$ cat config.mk
export PLATFORM = sky130hd
export DESIGN_NAME = two_master_bus_arbitration_sequencer_top
export DESIGN_NICKNAME = d
export VERILOG_FILES = /design/src/rtl/tmbas_pkg.sv /design/src/rtl/tmbas_step.sv /design/src/rtl/two_master_bus_arbitration_sequencer_top.sv
export SDC_FILE = /design/constraint.sdc
export NUM_CORES = 1
export LEC_CHECK = 0
export BUFFER_PORTS_ARGS = -buffer_cell sky130_fd_sc_hd__buf_4
export CAP_MARGIN = 10
export CORE_MARGIN = 3
export CORE_UTILIZATION = 65
export CTS_CLUSTER_SIZE = 8
export DETAILED_ROUTE_END_ITERATION = 10
export PLACE_DENSITY = 0.88
export SYNTH_ARGS = -nofsm -noshare
export SYNTH_HDL_FRONTEND = slang
export SYNTH_SLANG_ARGS = --single-unit
$ cat constraint.sdc
create_clock -name clk -period 6.2 [get_ports clk]
set_input_delay 0 -clock clk [delete_from_list [all_inputs] [get_ports clk]]
set_output_delay 0 -clock clk [all_outputs]
set_load 0.05 [all_outputs]
$ cat src/rtl/tmbas_pkg.sv
// shared types, codes and the control-write table of the bus arbitration sequencer
package tmbas_pkg;

    localparam int TICK_W = 24;
    localparam logic [TICK_W-1:0] TICK_MAX = {TICK_W{1'b1}};

    // configuration register indexes
    localparam logic [1:0] CFG_FORCE_AFTER   = 2'd0;
    localparam logic [1:0] CFG_GIVE_UP_AFTER = 2'd1;
    localparam logic [1:0] CFG_SHORT_RETRY   = 2'd2;
    localparam logic [1:0] CFG_LONG_RETRY    = 2'd3;

    localparam logic [TICK_W-1:0] FORCE_AFTER_RST   = 24'd125000;
    localparam logic [TICK_W-1:0] GIVE_UP_AFTER_RST = 24'd250000;
    localparam logic [TICK_W-1:0] SHORT_RETRY_RST   = 24'd50;
    localparam logic [TICK_W-1:0] LONG_RETRY_RST    = 24'd1000;

    // commands
    localparam logic [1:0] CMD_ACQUIRE  = 2'd0;
    localparam logic [1:0] CMD_RELEASE  = 2'd1;
    localparam logic [1:0] CMD_COMPLETE = 2'd2;
    localparam logic [1:0] CMD_TICK     = 2'd3;

    // actions
    localparam logic [1:0] ACT_READ  = 2'd0;
    localparam logic [1:0] ACT_WRITE = 2'd1;
    localparam logic [1:0] ACT_DONE  = 2'd2;

    // completion status
    localparam logic [1:0] ST_OK      = 2'd0;
    localparam logic [1:0] ST_TIMEOUT = 2'd1;
    localparam logic [1:0] ST_XFER    = 2'd2;

    // selector registers
    localparam logic [1:0] REG_NONE    = 2'd0;
    localparam logic [1:0] REG_CONTROL = 2'd1;
    localparam logic [1:0] REG_ISTAT   = 2'd2;

    localparam logic [7:0] CTL_NBUSON  = 8'h08;
    localparam logic [7:0] CTL_BUSINIT = 8'h10;
    localparam logic [7:0] CTL_NTESTON = 8'h80;

    // phases
    localparam logic [3:0] PH_IDLE         = 4'd0;
    localparam logic [3:0] PH_READ_CONTROL = 4'd1;
    localparam logic [3:0] PH_READ_ISTAT   = 4'd2;
    localparam logic [3:0] PH_TAKE_BUS     = 4'd3;
    localparam logic [3:0] PH_OWN_BUS      = 4'd4;
    localparam logic [3:0] PH_FORCE_BUS    = 4'd5;
    localparam logic [3:0] PH_REQUEST_BUS  = 4'd6;
    localparam logic [3:0] PH_WAITING      = 4'd7;
    localparam logic [3:0] PH_REL_READ     = 4'd8;
    localparam logic [3:0] PH_REL_WRITE    = 4'd9;

    typedef struct packed {
        logic [TICK_W-1:0] force_after;
        logic [TICK_W-1:0] give_up_after;
        logic [TICK_W-1:0] short_retry;
        logic [TICK_W-1:0] long_retry;
    } cfg_t;

    typedef struct packed {
        logic [3:0]        phase;
        logic [7:0]        saved_control;
        logic [TICK_W-1:0] elapsed;
        logic [TICK_W-1:0] wait_left;
    } seq_state_t;

    typedef struct packed {
        logic [1:0] command;
        logic [7:0] data_byte;
        logic       bus_error;
    } event_t;

    typedef struct packed {
        logic       valid;
        logic [1:0] action;
        logic [1:0] reg_addr;
        logic [7:0] write_value;
        logic [1:0] status;
    } result_t;

    // control value that turns the bus on, indexed by the low nibble of control
    function automatic logic [7:0] ctl_on(input logic [3:0] idx);
        logic [2:0] v;
        unique case (idx)
            4'd0:    v = 3'd4;
            4'd1:    v = 3'd0;
            4'd2:    v = 3'd1;
            4'd3:    v = 3'd5;
            4'd4:    v = 3'd4;
            4'd5:    v = 3'd4;
            4'd6:    v = 3'd5;
            4'd7:    v = 3'd5;
            4'd8:    v = 3'd0;
            4'd9:    v = 3'd0;
            4'd10:   v = 3'd1;
            4'd11:   v = 3'd1;
            4'd12:   v = 3'd0;
            4'd13:   v = 3'd4;
            4'd14:   v = 3'd5;
            default: v = 3'd1;
        endcase
        return {5'd0, v};
    endfunction

endpackage

$ cat src/rtl/tmbas_step.sv
// next-state and result logic for one event of the arbitration sequencer
module tmbas_step (
    input  tmbas_pkg::cfg_t       cfg,
    input  tmbas_pkg::seq_state_t cur,
    input  tmbas_pkg::event_t     ev,
    output tmbas_pkg::seq_state_t nxt,
    output tmbas_pkg::result_t    res
);
    import tmbas_pkg::*;

    logic              idle;
    logic              forced;
    logic              off;
    logic              mine;
    logic [7:0]        r;
    logic [TICK_W:0]   dbl_wide;
    logic [TICK_W-1:0] dbl;
    logic [TICK_W-1:0] elapsed_inc;

    assign r      = ev.data_byte;
    assign idle   = (cur.phase == PH_IDLE) || (cur.phase > PH_REL_WRITE);
    assign forced = cur.elapsed >= cfg.force_after;
    assign off    = (r[3:2] == 2'b00) || (r[3:2] == 2'b11);
    assign mine   = (r[1:0] == 2'b00) || (r[1:0] == 2'b11);

    assign dbl_wide    = {cfg.long_retry, 1'b0};
    assign dbl         = dbl_wide[TICK_W] ? TICK_MAX : dbl_wide[TICK_W-1:0];
    assign elapsed_inc = (cur.elapsed == TICK_MAX) ? cur.elapsed : cur.elapsed + 24'd1;

    always_comb
    begin
        nxt = cur;
        res = '0;
        unique case (ev.command)
            CMD_ACQUIRE:
            begin
                if (idle)
                begin
                    nxt.elapsed   = '0;
                    nxt.wait_left = '0;
                    nxt.phase     = PH_READ_CONTROL;
                    res.valid     = 1'b1;
                    res.action    = ACT_READ;
                    res.reg_addr  = REG_CONTROL;
                end
            end
            CMD_RELEASE:
            begin
                if (idle)
                begin
                    nxt.phase    = PH_REL_READ;
                    res.valid    = 1'b1;
                    res.action   = ACT_READ;
                    res.reg_addr = REG_CONTROL;
                end
            end
            CMD_COMPLETE:
            begin
                if (!idle && cur.phase != PH_WAITING)
                begin
                    if (ev.bus_error)
                    begin
                        nxt.phase  = PH_IDLE;
                        res.valid  = 1'b1;
                        res.action = ACT_DONE;
                        res.status = ST_XFER;
                    end
                    else
                    begin
                        unique case (cur.phase)
                            PH_READ_CONTROL:
                            begin
                                priority if (off)
                                begin
                                    nxt.phase         = PH_READ_ISTAT;
                                    nxt.saved_control = r;
                                    res.valid         = 1'b1;
                                    res.action        = ACT_READ;
                                    res.reg_addr      = REG_ISTAT;
                                end
                                else if (mine)
                                begin
                                    nxt.phase       = PH_OWN_BUS;
                                    res.valid       = 1'b1;
                                    res.action      = ACT_WRITE;
                                    res.reg_addr    = REG_CONTROL;
                                    res.write_value = r & ~(CTL_NTESTON | CTL_BUSINIT);
                                end
                                else if (forced)
                                begin
                                    nxt.phase       = PH_FORCE_BUS;
                                    res.valid       = 1'b1;
                                    res.action      = ACT_WRITE;
                                    res.reg_addr    = REG_CONTROL;
                                    res.write_value = ctl_on(r[3:0]) | CTL_BUSINIT
                                                      | CTL_NTESTON;
                                end
                                else if (r[7] == 1'b0)
                                begin
                                    nxt.phase       = PH_REQUEST_BUS;
                                    res.valid       = 1'b1;
                                    res.action      = ACT_WRITE;
                                    res.reg_addr    = REG_CONTROL;
                                    res.write_value = r | CTL_NTESTON;
                                end
                                else
                                begin
                                    nxt.phase     = PH_WAITING;
                                    nxt.wait_left = cfg.long_retry;
                                end
                            end
                            PH_READ_ISTAT:
                            begin
                                if (!r[7] || forced)
                                begin
                                    nxt.phase       = PH_TAKE_BUS;
                                    res.valid       = 1'b1;
                                    res.action      = ACT_WRITE;
                                    res.reg_addr    = REG_CONTROL;
                                    res.write_value = ctl_on(cur.saved_control[3:0])
                                                      | CTL_NTESTON;
                                end
                                else
                                begin
                                    nxt.phase     = PH_WAITING;
                                    nxt.wait_left = dbl;
                                end
                            end
                            PH_TAKE_BUS:
                            begin
                                nxt.phase     = PH_WAITING;
                                nxt.wait_left = cfg.short_retry;
                            end
                            PH_FORCE_BUS, PH_REQUEST_BUS:
                            begin
                                nxt.phase     = PH_WAITING;
                                nxt.wait_left = cfg.long_retry;
                            end
                            PH_REL_READ:
                            begin
                                if (!off && mine)
                                begin
                                    nxt.phase       = PH_REL_WRITE;
                                    res.valid       = 1'b1;
                                    res.action      = ACT_WRITE;
                                    res.reg_addr    = REG_CONTROL;
                                    res.write_value = (r & CTL_NBUSON) >> 1;
                                end
                                else
                                begin
                                    nxt.phase  = PH_IDLE;
                                    res.valid  = 1'b1;
                                    res.action = ACT_DONE;
                                    res.status = ST_OK;
                                end
                            end
                            default:
                            begin
                                // own bus write or release write finished
                                nxt.phase  = PH_IDLE;
                                res.valid  = 1'b1;
                                res.action = ACT_DONE;
                                res.status = ST_OK;
                            end
                        endcase
                    end
                end
            end
            default:
            begin
                // time tick
                nxt.elapsed = elapsed_inc;
                if (cur.phase == PH_WAITING)
                begin
                    if (cur.wait_left > 24'd1)
                    begin
                        nxt.wait_left = cur.wait_left - 24'd1;
                    end
                    else
                    begin
                        nxt.wait_left = '0;
                        res.valid     = 1'b1;
                        if (elapsed_inc > cfg.give_up_after)
                        begin
                            nxt.phase  = PH_IDLE;
                            res.action = ACT_DONE;
                            res.status = ST_TIMEOUT;
                        end
                        else
                        begin
                            nxt.phase    = PH_READ_CONTROL;
                            res.action   = ACT_READ;
                            res.reg_addr = REG_CONTROL;
                        end
                    end
                end
            end
        endcase
    end

endmodule

$ cat src/rtl/two_master_bus_arbitration_sequencer_top.sv
// Sequencer that acquires and releases a bus shared through a two-master selector.
//
// Input channel (in_valid/in_stall) carries one event per transaction: start
// acquire, start release, register access completed (data_byte, bus_error) or
// one time tick. Output channel (out_valid/out_stall) carries the next action:
// a register read, a control register write, or completion with a status.
// An event yields zero or one output transaction.
// An accepted event is held in the input register and evaluated from there, and
// its result is registered in the output register, which drives the output.
// Throughput: one event per cycle unless the output stalls; the state update of
// one event is a single registered step between the input and output registers.
// When the receiver stalls, the output register holds its transaction and the
// input register keeps one more event, after which in_stall goes high.
// Configuration writes (cfg_write, cfg_index, cfg_data) take effect at once
// and are meant only while no event is in flight.
// Reset puts the phase in idle, clears the counters and saved control byte,
// loads the default tick limits and empties both registers.
module two_master_bus_arbitration_sequencer_top (
    input  logic        clk,
    input  logic        rst_n,
    input  logic        cfg_write,
    input  logic [1:0]  cfg_index,
    input  logic [23:0] cfg_data,
    input  logic        in_valid,
    output logic        in_stall,
    input  logic [1:0]  command,
    input  logic [7:0]  data_byte,
    input  logic        bus_error,
    output logic        out_valid,
    input  logic        out_stall,
    output logic [1:0]  action,
    output logic [1:0]  reg_addr,
    output logic [7:0]  write_value,
    output logic [1:0]  status
);
    import tmbas_pkg::*;

    cfg_t       cfg_reg;
    seq_state_t state_reg;
    seq_state_t state_next;
    logic       ev_valid_reg;
    event_t     ev_reg;
    result_t    res_next;
    logic       out_valid_reg;
    logic [1:0] action_reg;
    logic [1:0] reg_addr_reg;
    logic [7:0] write_value_reg;
    logic [1:0] status_reg;
    logic       out_free;
    logic       advance;

    assign out_free = !out_valid_reg || !out_stall;
    assign advance  = ev_valid_reg && out_free;
    assign in_stall = ev_valid_reg && !out_free;

    tmbas_step u_step (
        .cfg (cfg_reg),
        .cur (state_reg),
        .ev  (ev_reg),
        .nxt (state_next),
        .res (res_next)
    );

    always_ff @(posedge clk or negedge rst_n)
    begin
        if (!rst_n)
        begin
            cfg_reg.force_after   <= FORCE_AFTER_RST;
            cfg_reg.give_up_after <= GIVE_UP_AFTER_RST;
            cfg_reg.short_retry   <= SHORT_RETRY_RST;
            cfg_reg.long_retry    <= LONG_RETRY_RST;
        end
        else if (cfg_write)
        begin
            unique case (cfg_index)
                CFG_FORCE_AFTER:   cfg_reg.force_after   <= cfg_data;
                CFG_GIVE_UP_AFTER: cfg_reg.give_up_after <= cfg_data;
                CFG_SHORT_RETRY:   cfg_reg.short_retry   <= cfg_data;
                default:           cfg_reg.long_retry    <= cfg_data;
            endcase
        end
    end

    // input register
    always_ff @(posedge clk or negedge rst_n)
    begin
        if (!rst_n)
        begin
            ev_valid_reg <= 1'b0;
        end
        else if (!in_stall)
        begin
            ev_valid_reg <= in_valid;
        end
    end

    always_ff @(posedge clk)
    begin
        if (!in_stall && in_valid)
        begin
            ev_reg.command   <= command;
            ev_reg.data_byte <= data_byte;
            ev_reg.bus_error <= bus_error;
        end
    end

    // sequencer state
    always_ff @(posedge clk or negedge rst_n)
    begin
        if (!rst_n)
        begin
            state_reg <= '{phase: PH_IDLE, saved_control: '0, elapsed: '0, wait_left: '0};
        end
        else if (advance)
        begin
            state_reg <= state_next;
        end
    end

    // output register
    always_ff @(posedge clk or negedge rst_n)
    begin
        if (!rst_n)
        begin
            out_valid_reg <= 1'b0;
        end
        else if (out_free)
        begin
            out_valid_reg <= advance && res_next.valid;
        end
    end

    always_ff @(posedge clk)
    begin
        if (advance && res_next.valid)
        begin
            action_reg      <= res_next.action;
            reg_addr_reg    <= res_next.reg_addr;
            write_value_reg <= res_next.write_value;
            status_reg      <= res_next.status;
        end
    end

    assign out_valid   = out_valid_reg;
    assign action      = action_reg;
    assign reg_addr    = reg_addr_reg;
    assign write_value = write_value_reg;
    assign status      = status_reg;

endmodule

; Yosys cells after proc, flatten, opt, wreduce, memory -nomap -nowiden
; Memory sizes are Yosys's and may differ from the RTL's. A register that Yosys moved wholly into a read port is not among the register bits.
; Cells that the tools add are included.
[totals]
output_inout_bits = 16
mem_bits_ro = 64
mem_count = 2
ff_bits = 183
input_bits = 42
[memory_table]
columns = memory, words, word_bits, read_ports, rd_clocked_by_memory_dff, write_ports, line
row1 = (no name shown), 16, 2, 1, 1, 0, tmbas_pkg.sv:86  ; unique case (idx)
row2 = (no name shown), 16, 2, 1, 0, 0, tmbas_pkg.sv:86
[op_classes]
n_addsub = 2
muxes = 58
bitwise_logic = 6
eq_ne = 26
reduce_logical = 39
n_lt_le_gt_ge = 4
[ops]
columns = op, count
row1 = two-way mux 24 bit, 11
row2 = case mux 24 bit (4 select lines), 1
row3 = case mux 24 bit (3 select lines), 1
row4 = two-way mux 13 bit, 4
row5 = two-way mux 48 bit, 1
row6 = case mux 24 bit (2 select lines), 1
row7 = two-way mux 4 bit, 9
row8 = two-way mux 8 bit, 4
row9 = case mux 10 bit (3 select lines), 1
row10 = "adder 24 x 1 -> 24 bit, second input constant", 1
row11 = "equality test 24 bit, second input constant", 1
row12 = >= comparator 24 bit, 1
row13 = "> comparator 24 x 1 -> 1 bit, second input constant", 1
row14 = > comparator 24 bit, 1
row15 = "subtractor 24 x 1 -> 24 bit, second input constant", 1
row16 = two-way mux 5 bit, 4
row17 = case mux 4 bit (4 select lines), 1
row18 = two-way mux 15 bit, 1
row19 = "!= test 3 bit, second input constant", 5
row20 = "equality test 4 x 3 -> 1 bit, second input constant", 3
row21 = two-way mux 12 bit, 1
row22 = two-way mux 2 bit, 6
row23 = case mux 3 bit (4 select lines), 1
row24 = case mux 4 bit (3 select lines), 1
row25 = other kinds (31), 73

; Logic depth before layout (Yosys ltp)
; Gate-level depths: netlist of the first run.
[logic_depth]
ltp_word = 10
mapped_depth = 15
depth_no_buf = 14

; Modules after synthesis
; A second synthesis of the first run with hierarchy kept.
[hier_totals]
cells_unflattened = 1121
hier_area_um2 = 11554.8
[modules_own_cells]
columns = mod, instances, cells_each, area_each_um2, seq_area_each_um2
row1 = two_master_bus_arbitration_sequencer_top, 1, 366, 6682.7, 4733.3
row2 = tmbas_step, 1, 755, 4872.2, 0.0

; Worst setup path before layout of the first run
; OpenSTA, ideal clock, no wires.
[synth_timing]
path_kind = reg-to-reg
startpoint = register state_reg[41] (netlist bit)
endpoint = register action_reg[1] (netlist: action[1]), data pin
arrival_time_ns = 3.186
path_buffers = 1
path_slack_ns = 2.752
setup_time_ns = 0.262
required_ns = 5.938
path_stages_with_launch = 16
cell_sequence = dfrtp_1 -> buf_2 -> nand4_1 -> or3_1 -> o41ai_2 -> nor3_1 -> nand3_1 -> xnor2_1 -> ha_1 -> a211o_1 -> a21oi_1 -> o211ai_1 -> a21oi_1 -> a32o_1 -> nor2_1 -> or2_2
[synth_rtl]
columns = element, line
row1 = from (decl), two_master_bus_arbitration_sequencer_top.sv:39  ; seq_state_t state_reg;
row2 = from (signal assigned), two_master_bus_arbitration_sequencer_top.sv:112  ; state_reg <= '{phase: PH_IDLE, saved_control: '0, elapsed: '0, wait_left: '0};
row3 = from (signal assigned), two_master_bus_arbitration_sequencer_top.sv:116  ; state_reg <= state_next;
row4 = to (signal assigned), two_master_bus_arbitration_sequencer_top.sv:137  ; action_reg <= res_next.action;
row5 = to (decl), two_master_bus_arbitration_sequencer_top.sv:45  ; logic [1:0] action_reg;

==> flow_summary.json, run 1 <==
{
  "status": "finished clean",
  "initial_core_util_pct": 68.0,
  "seqCellArea_sq_mm": 0.00467,
  "die_w_um": 133,
  "cpLargestDelayFamily": "simple AND/OR/NAND/NOR gates",
  "antenna_found_initial": 2,
  "synth_edf_count": 25,
  "ir_drop_mv": 0.268,
  "cts_tree": "yes",
  "clockRootBuffer": "clkbuf_16",
  "drt_iter0_markers": 1298,
  "synth_async_sr_flop_share_pct": 85.1,
  "slew_violations": 0,
  "drc": 0,
  "viasPerCell": 6.62,
  "syn_area_sq_mm": 0.0106,
  "slew_headroom_pct": 23.2,
  "p_clk_share_pct": 25.8,
  "syn_inst": 1118,
  "start_kind": "flop",
  "finalClockSkew_ns": 0.0146,
  "period_needed_ns": 4.17,
  "hold_depth": 5,
  "clock_sinks": 181,
  "required_ns": 6.35,
  "die_h_um": 133,
  "r2r_slack_ns": 2.03,
  "syn_avg_cell_area_sq_um": 9.45,
  "max_stage_delay_ns": 0.51,
  "clk_latency_ns": 0.44,
  "crit_top_cell": "nand4_1",
  "ys_warn_count": 0,
  "nFillCells": 946,
  "firstDrtPassIters": 7,
  "cap_viol_max_count": 0,
  "path_max_fanout": 9,
  "rsz0062_at_grt": "no",
  "ioPinCount": 58,
  "finalSetupViolCount": 0,
  "max_freq_mhz": 240,
  "intPower_mw": 2.59,
  "hold_path_class": "in -> reg",
  "placed_area_sq_mm": 0.0111,
  "seqPwrFrac_pct": 41.5,
  "finalCritPeriodShare_pct": 67.3,
  "p_leak_nw": 5.22,
  "place_ws_ns": 2.18,
  "setup_ws_ns": 2.03,
  "core_area_sq_mm": 0.0155,
  "ant_nets": 0,
  "finalNetCount": 1279,
  "final_cell_area_sq_mm": 0.0121,
  "groute.usage.overall_pct": 33.7,
  "drive_above_1_share_pct": 18.7,
  "dpl.hpwl_um": 18300,
  "p_per_area_mw_per_mm2": 346,
  "worstSetupEndpoint": "reg_addr[0]$_DFFE_PP_",
  "crit_start": "state_reg[41]$_DFFE_PN0P_",
  "vias": 9317,
  "seq_area_frac_synth_pct": 44.2,
  "multiInputGateArea_sq_mm": 0.00536,
  "cts.repair.resized": 0,
  "cp_num_buf_inv": 0,
  "crit_path_end_kind": "flop",
  "grt_pass1_vias": 9285,
  "cts-buffers-inserted": 17,
  "holdWs_ns": 0.170,
  "htreeDepth": 4,
  "synth_cell_types": 71,
  "power_mw": 4.19,
  "grt_max_degree": 107,
  "switching_power_mw": 1.59,
  "worst-setup-path-type": "reg -> reg",
  "combPwrFrac_pct": 32.7,
  "gp_congestion": 0.927,
  "synth_ff_type": "dfrtp_1",
  "rows": 45,
  "worst-r2r-cell-count": 13,
  "regToRegStartpoint": "state_reg[41]$_DFFE_PN0P_",
  "worst_pin_slew_ns": 1.12,
  "grt_pass1_wl_um": 47800,
  "port_buffers": 57,
  "wl_per_cell_um": 21.1,
  "cts.path.max_buffers": 2,
  "overflow": 0,
  "area_growth_pct": 14.4,
  "path_depth": 13,
  "cp_cell_sequence": "nand4_1 > or3_1 > o41ai_2 > or4_1 > nor3_2 > xnor2_1 > ha_1 > nand4_1 > nor4_1 > o21ai_0 > a32o_1 > nand4_1 > a22oi_1",
  "critPathArrivalTime_ns": 4.32,
  "syn-num-nets": 1216,
  "largest_reg_flops": 96,
  "routed_wl_um": 29700,
  "hold_violations": 0,
  "synth-seq-cells": 181,
  "tns_ns": 0,
  "clk_pin_slew_worst_paths_ns": 0.08,
  "die_area_sq_mm": 0.0178,
  "critPathSlowestCell": "nor4_1",
  "regToRegEndpoint": "reg_addr[0]$_DFFE_PP_",
  "switching_share_pct": 38.0
}
metal layers:
metal / track usage [%] / vias to the layer above / part of all wire [%] / wire [um]
li1: - / 4117 / - / -
met1: 42.9 / 4444 / 38 / 11300
met2: 54.6 / 576 / 48 / 14100
met3: 7.70 / 180 / 8.7 / 2600
met4: 16.9 / 0 / 5.6 / 1660
met5: 0 / - / 0 / 0
power groups by stage:
stage	registers, mW	clock network [mW]	logic (mW)
floorplan	1.69	0	0.949
finish	1.74	1.08	1.37
global route	1.77	1.12	1.49
CTS	1.72	1.07	1.32
global placement	1.71	0	1.22
detailed placement	1.73	0	1.27
worst min path at each step:
| stage | startpoint | end | slack (ns) |
|---|---|---|---|
| finish | cfg_index[0] | cfg_reg[88]$_DFFE_PN1P_ | 0.17 |
| global route | cfg_index[0] | cfg_reg[89]$_DFFE_PN0P_ | 0.22 |
| CTS | cfg_index[1] | cfg_reg[88]$_DFFE_PN1P_ | 0.14 |
| detailed placement | rst_n | state_reg[20]$_DFFE_PN0P_ | 0.18 |
| global placement | rst_n | state_reg[20]$_DFFE_PN0P_ | 0.17 |
| floorplan | rst_n | cfg_reg[0]$_DFFE_PN0P_ | -0.30 |
worst reg2reg max path, delay by kind of cell, from the launching register on:
kind / cells / cell delay [ns]
AOI/OAI and AO/OA: 4 / 1.02
xor gates and xnor gates: 1 / 0.13
adders and majority gates: 1 / 0.32
DFF: 1 / 0.49
and+or+nand+nor: 7 / 1.91
layout make-up:
cell class / instances / area share, %
clock buffer: 18 / 3.73
tap: 211 / 2.19
clock inverter: 14 / 1.04
multi-input combinational: 799 / 44.4
timing repair buffer: 112 / 7.80
inverter: 70 / 2.18
sequential: 181 / 38.7
antenna: 2 / 0.0414
per-stage QoR:
stage / std cells / utilization [%]
2_1_floorplan: 1118 / -
3_3_place_gp: 1334 / 71.5
3_5_place_dp: 1334 / 71.5
4_1_cts: 1405 / 77.7
5_1_grt: 1407 / 77.7
6_report: 1407 / 77.7
Yosys cell counts, types with 3 or more instances:
cell type / number / area, sq um
and3_1: 3 / 18.8
o21ai_0: 130 / 651
nor3b_1: 3 / 22.5
mux2i_1: 20 / 200
a221oi_1: 3 / 26.3
dfrtp_1: 131 / 3280
a22oi_1: 3 / 22.5
or2_2: 3 / 18.8
xnor2_1: 15 / 131
nand2b_1: 5 / 31.3
and2_1: 10 / 62.6
nor2b_1: 3 / 18.8
nand2_1: 122 / 458
a211oi_1: 5 / 37.5
or3_1: 6 / 37.5
edfxtp_1: 25 / 751
a32oi_1: 3 / 26.3
o21a_1: 8 / 60.1
nand4_1: 21 / 131
a21o_1: 5 / 37.5
or4_1: 4 / 30.0
mux2_2: 77 / 867
nor2_1: 68 / 255
a31oi_1: 26 / 163
xor2_1: 14 / 123
o211ai_1: 6 / 45.0
dfstp_2: 23 / 604
a21oi_1: 68 / 340
inv_1: 69 / 259
ha_1: 56 / 701
nand3_1: 23 / 115
nor4_1: 7 / 43.8
and4_1: 4 / 35.0
nor3_1: 34 / 170
a221o_1: 8 / 80.1
buf_2: 14 / 70.1
clkbuf_1: 51 / 191
what timing repair did:
action | in CTS | in global routing
buffers inserted | 0 | 0
hold buffers | 39 | 0
endpoints found under the setup margin | 0 | 0
endpoints found under the hold margin | 200 | 0
placed cells by master, fill, tap and decap left out, types with 26 or more instances in the layout:
cell and n:
a21oi_1 68, a31oi_1 26, buf_4 72, dfrtp_1 131, dlygate4sd3_1 39, ha_1 56
inv_1 69, mux2_2 77, nand2_1 122, nor2_1 68, nor3_1 33, o21ai_0 129
kinds of logic (layout without fill, tap and decap cells):
kind of cell	count (synthesis)	in the layout	synth area share (%)
other	0	2	0
flip-flops	181	181	44.2
XOR/XNOR	29	29	2.40
buffers and inverters	138	214	5.21
AO/OA/AOI/OAI	286	286	16.1
multiplexers	97	97	10.1
adder cells (fa/ha/maj)	56	56	6.63
AND/OR/NAND/NOR	331	331	15.3
No activity file was read; power rests on OpenSTA's default activity.
==> inputs of run 2 (changes only) <==
Settings changed: CORE_UTILIZATION 65 to 62, PLACE_DENSITY 0.88 to 0.85.
Clock period 6.2 ns to 3.9 ns, I/O delays scaled along.
==> flow_summary.json, run 2 (same netlist as run 1, synthesis figures left out) <==
{
  "port_buffers": 57,
  "cpLargestDelayFamily": "simple AND/OR/NAND/NOR gates",
  "rows": 47,
  "rsz0062_at_grt": "yes",
  "worst_pin_slew_ns": 0.781,
  "crit_top_cell": "nand4_1",
  "hold_depth": 5,
  "ioPinCount": 58,
  "clockRootBuffer": "clkbuf_16",
  "routed_wl_um": 28200,
  "area_growth_pct": 16.6,
  "crit_path_end_kind": "flop",
  "slew_headroom_pct": 47.9,
  "clk_pin_slew_worst_paths_ns": 0.08,
  "required_ns": 4.06,
  "die_w_um": 137,
  "hold_path_class": "in -> reg",
  "period_needed_ns": 3.75,
  "setup_ws_ns": 0.154,
  "dpl.hpwl_um": 18900,
  "hold_violations": 0,
  "p_per_area_mw_per_mm2": 534,
  "firstDrtPassIters": 11,
  "max_stage_delay_ns": 0.45,
  "status": "finished clean",
  "critPathSlowestCell": "or3_1",
  "crit_start": "state_reg[44]$_DFFE_PN0P_",
  "regToRegStartpoint": "state_reg[44]$_DFFE_PN0P_",
  "finalNetCount": 1306,
  "r2r_slack_ns": 0.15,
  "p_clk_share_pct": 25.2,
  "nFillCells": 1096,
  "finalCritPeriodShare_pct": 96.1,
  "grt_max_degree": 86,
  "slew_violations": 0,
  "vias": 9029,
  "worstSetupEndpoint": "reg_addr[0]$_DFFE_PP_",
  "htreeDepth": 4,
  "die_h_um": 137,
  "max_freq_mhz": 267,
  "cts-buffers-inserted": 17,
  "viasPerCell": 6.27,
  "ir_drop_mv": 0.370,
  "clock_sinks": 181,
  "drt_iter0_markers": 824,
  "die_area_sq_mm": 0.0186,
  "switching_share_pct": 37.2,
  "overflow": 0,
  "cp_num_buf_inv": 2,
  "cp_cell_sequence": "nand4_1 > or3_1 > o41ai_4 > buf_4 > or2_2 > nor4_2 > xor2_1 > ha_1 > nand4_1 > nor4_2 > buf_4 > o21ai_0 > a32o_2 > nand4_1 > a22oi_1",
  "drive_above_1_share_pct": 20.9,
  "cts_tree": "yes",
  "grt_pass1_vias": 8743,
  "critPathArrivalTime_ns": 3.91,
  "finalClockSkew_ns": 0.0115,
  "wl_per_cell_um": 19.5,
  "path_depth": 15,
  "cts.path.max_buffers": 2,
  "antenna_found_initial": 0,
  "seqPwrFrac_pct": 40.8,
  "drc": 0,
  "switching_power_mw": 2.45,
  "initial_core_util_pct": 63.5,
  "combPwrFrac_pct": 34.0,
  "fin_util_pct": 74.0,
  "gp_congestion": 0.974,
  "p_leak_nw": 5.34,
  "power_mw": 6.58,
  "clk_latency_ns": 0.44,
  "cap_viol_max_count": 0,
  "regToRegEndpoint": "reg_addr[0]$_DFFE_PP_",
  "finalSetupViolCount": 0,
  "core_area_sq_mm": 0.0166,
  "worst-r2r-cell-count": 15,
  "antenna_cells": 0,
  "ant_nets": 0,
  "largest_reg_flops": 96,
  "place_ws_ns": 0.144,
  "path_max_fanout": 6,
  "groute.usage.overall_pct": 30.8,
  "final_cell_mix": "dfrtp_1, o21ai_0, nand2_1",
  "grt_pass1_wl_um": 44800,
  "intPower_mw": 4.13,
  "final_common_cell": "dfrtp_1",
  "worst-setup-path-type": "reg -> reg",
  "holdWs_ns": 0.0834,
  "start_kind": "flop"
}
-- run 2: changes by cell type in the layout (fill, tap and decap cells not counted), moves of 3 or more --
cell and change:
buf_4 +27, clkbuf_8 +4, clkinv_2 -4, clkinvlp_4 +3, nor4_1 -3, nor4_2 +3
-- run 2: metal layers --
| layer | track usage [%] | up-vias | share of wire [%] |
|---|---|---|---|
| li1 | - | 4180 | - |
| met1 | 40.3 | 4321 | 40 |
| met2 | 50.0 | 431 | 49 |
| met3 | 6.18 | 97 | 7.4 |
| met4 | 13.4 | 0 | 4.0 |
| met5 | 0 | - | 0 |
-- run 2: final cells by class --
| cell class | instances | area [sq um] | area share, % |
|---|---|---|---|
| well taps | 220 | 275 | 2.24 |
| inverters | 70 | 263 | 2.13 |
| clock buffers | 23 | 488 | 3.96 |
| flip-flops and latches | 181 | 4670 | 38.0 |
| repair buffers | 139 | 1140 | 9.30 |
| multi-input cells | 799 | 5390 | 43.8 |
| clock inverters | 9 | 71.3 | 0.579 |
-- run 2: power groups by stage --
stage / clock network [mW] / logic, mW / registers (mW)
after floorplan: 0 / 1.51 / 2.68
after global placement: 0 / 2.06 / 2.67
after detailed placement: 0 / 2.14 / 2.70
after CTS: 1.66 / 2.19 / 2.67
after global routing: 1.74 / 2.46 / 2.73
final: 1.66 / 2.24 / 2.68
-- run 2: worst reg2reg max path, cell delays in order, from the launching register on --
cell     delay [ns]
dfrtp_1        0.44
nand4_1        0.18
or3_1          0.45
o41ai_4        0.36
buf_4          0.17
or2_2          0.12
nor4_2         0.05
xor2_1         0.16
ha_1           0.32
nand4_1        0.19
nor4_2         0.34
buf_4          0.17
o21ai_0        0.08
a32o_2         0.30
nand4_1        0.10
a22oi_1        0.07
-- run 2: how the worst min path moves through the flow --
stage	from	to	slack (ns)
after global routing	cfg_index[1]	cfg_reg[75]$_DFFE_PN1P_	0.11
after global placement	rst_n	state_reg[58]$_DFFE_PN0P_	0.11
after floorplan	rst_n	cfg_reg[0]$_DFFE_PN0P_	-0.30
after detailed placement	rst_n	state_reg[58]$_DFFE_PN0P_	0.11
after CTS	cfg_index[0]	cfg_reg[78]$_DFFE_PN1P_	0.08
final	cfg_index[0]	cfg_reg[88]$_DFFE_PN1P_	0.08
-- run 2: timing repair --
item                                    4_1_cts  5_1_grt
resized for setup                             0        7
setup buffers                                 0        1
endpoints found under the hold margin       186        0
endpoints found under the setup margin        0        3
hold buffers                                 39        0
-- run 2: per-stage QoR --
stage / setup TNS [ns] / instance area [sq um] / std cells
after floorplan: 0 / 10600 / 1118
after global placement: 0 / 11300 / 1369
after detailed placement: 0 / 11300 / 1369
after CTS: 0 / 12300 / 1440
after global routing: -0.0511 / 12300 / 1441
final: 0 / 12300 / 1441
==> inputs of run 3 (changes only) <==
Settings changed: PLACE_DENSITY 0.85 to not set, PLACE_DENSITY_LB_ADDON set to 0.2.
==> flow_summary.json, run 3 (same netlist as run 1, synthesis figures left out) <==
{
  "clockRootBuffer": "clkbuf_16",
  "finalCritPeriodShare_pct": 94.5,
  "clk_latency_ns": 0.43,
  "port_buffers": 57,
  "crit_path_end_kind": "flop",
  "area_growth_pct": 16.7,
  "drc": 0,
  "grt_pass1_vias": 8381,
  "hold_violations": 0,
  "clk_pin_slew_worst_paths_ns": 0.07,
  "ant_nets": 0,
  "die_area_sq_mm": 0.0186,
  "grt_max_degree": 104,
  "hp-start": "cfg_index[1]",
  "initial_core_util_pct": 63.5,
  "die_w_um": 137,
  "cts-buffers-inserted": 17,
  "die_h_um": 137,
  "finalSetupViolCount": 0,
  "cap_viol_max_count": 0,
  "tns_ns": 0,
  "crit_start": "state_reg[37]$_DFFE_PN0P_",
  "ir_drop_mv": 0.434,
  "postCtsSetupBuffers": 0,
  "drt_iter0_markers": 699,
  "required_ns": 4.05,
  "core_area_sq_mm": 0.0166,
  "power_mw": 6.55,
  "htreeDepth": 4,
  "period_needed_ns": 3.69,
  "finalNetCount": 1304,
  "vias": 8667,
  "overflow": 0,
  "slew_violations": 0,
  "nFillCells": 1234,
  "worst-setup-path-type": "reg -> reg",
  "antenna_cells": 0,
  "path_max_fanout": 6,
  "drive_above_1_share_pct": 20.3,
  "gp_congestion": 0.953,
  "hold_path_class": "in -> reg",
  "ioPinCount": 58,
  "rows": 47,
  "finalClockSkew_ns": 0.0136,
  "regToRegStartpoint": "state_reg[37]$_DFFE_PN0P_",
  "cts_tree": "yes",
  "start_kind": "flop",
  "holdWs_ns": 0.0183,
  "placed_area_sq_mm": 0.0113,
  "antenna_found_initial": 0,
  "wl_per_cell_um": 18.2,
  "fin_util_pct": 74.1,
  "final_cell_area_sq_mm": 0.0123,
  "slew_headroom_pct": 35.1,
  "groute.usage.overall_pct": 28.8,
  "largest_reg_flops": 96,
  "cts.path.max_buffers": 2,
  "dpl.hpwl_um": 18100,
  "clock_sinks": 181,
  "p_leak_nw": 5.34,
  "final_common_cell": "dfrtp_1",
  "routed_wl_um": 26200,
  "viasPerCell": 6.02,
  "final_cell_mix": "dfrtp_1, o21ai_0, nand2_1",
  "status": "finished clean",
  "firstDrtPassIters": 5,
  "grt_pass1_wl_um": 42400,
  "worst_pin_slew_ns": 0.969,
  "p_per_area_mw_per_mm2": 531,
  "critPathArrivalTime_ns": 3.84,
  "max_freq_mhz": 271
}
-- run 3: cell types whose count changed in the layout (fill, tap and decap cells not counted), sizes merged --
| cell | delta |
|---|---|
| buf | -8 |
| bufinv | +1 |
| clkbuf | -4 |
| clkinv | +3 |
| clkinvlp | -3 |
| dlygate4sd3 | +6 |
| inv | +3 |
-- run 3: final timing paths --
path | end | slack, ns | cells past startpoint
worst max-delay path | reg_addr[0]$_DFFE_PP_ | 0.21 | 12
worst min-delay path | cfg_reg[76]$_DFFE_PN0P_ | 0.02 | 4
worst max register to register | reg_addr[0]$_DFFE_PP_ | 0.21 | 12
worst min register to register | state_reg[50]$_DFFE_PN0P_ | 0.49 | 2
max in group asynchronous | cfg_reg[88]$_DFFE_PN1P_ | 2.63 | 3
min in group asynchronous | state_reg[19]$_DFFE_PN0P_ | 0.23 | 2
-- run 3: through the flow --
step           std cells  setup WS [ns]
2_1_floorplan       1118          0.452
3_3_place_gp        1362          0.245
3_5_place_dp        1362          0.166
4_1_cts             1439          0.144
5_1_grt             1439        -0.0550
6_report            1439          0.213
-- run 3: repair_timing --
item | in CTS | in global routing
hold buffers | 45 | 0
hold endpoints to repair | 196 | 0
gates resized for setup | 0 | 6
endpoints found under the setup margin | 0 | 2
-- run 3: cell type report --
cell class / instances / area, sq um / area share [%]
Clock inverter: 13 / 116 / 0.944
Timing Repair Buffer: 137 / 1140 / 9.29
Inverter: 70 / 263 / 2.13
Clock buffer: 19 / 464 / 3.77
Sequential cell: 181 / 4670 / 37.9
Multi-Input combinational cell: 799 / 5390 / 43.7
Tap cell: 220 / 275 / 2.23
-- run 3: worst max-delay path, cell delays in order (launching register included) --
cell	delay, ns
dfrtp_1	0.44
and4_1	0.34
nand4_1	0.26
or4_4	0.60
nor3_2	0.20
xnor2_1	0.09
ha_1	0.32
nand4_1	0.16
nor4_2	0.36
o21ai_0	0.14
a32o_2	0.33
nand4_1	0.11
a22oi_1	0.08
-- run 3: layer usage --
metal	wire length, um	GRT usage [%]	up-vias
li1	-	-	4166
met1	11700	40.3	4212
met2	12600	46.8	251
met3	1360	4.74	38
met4	541	7.67	0
met5	0	0	-
-- run 3: power breakdown --
group | internal (mW) | total [mW] | switching (mW)
sequential | 2.34 | 2.74 | 0.394
clock | 0.943 | 1.72 | 0.773
combinational | 0.869 | 2.10 | 1.23
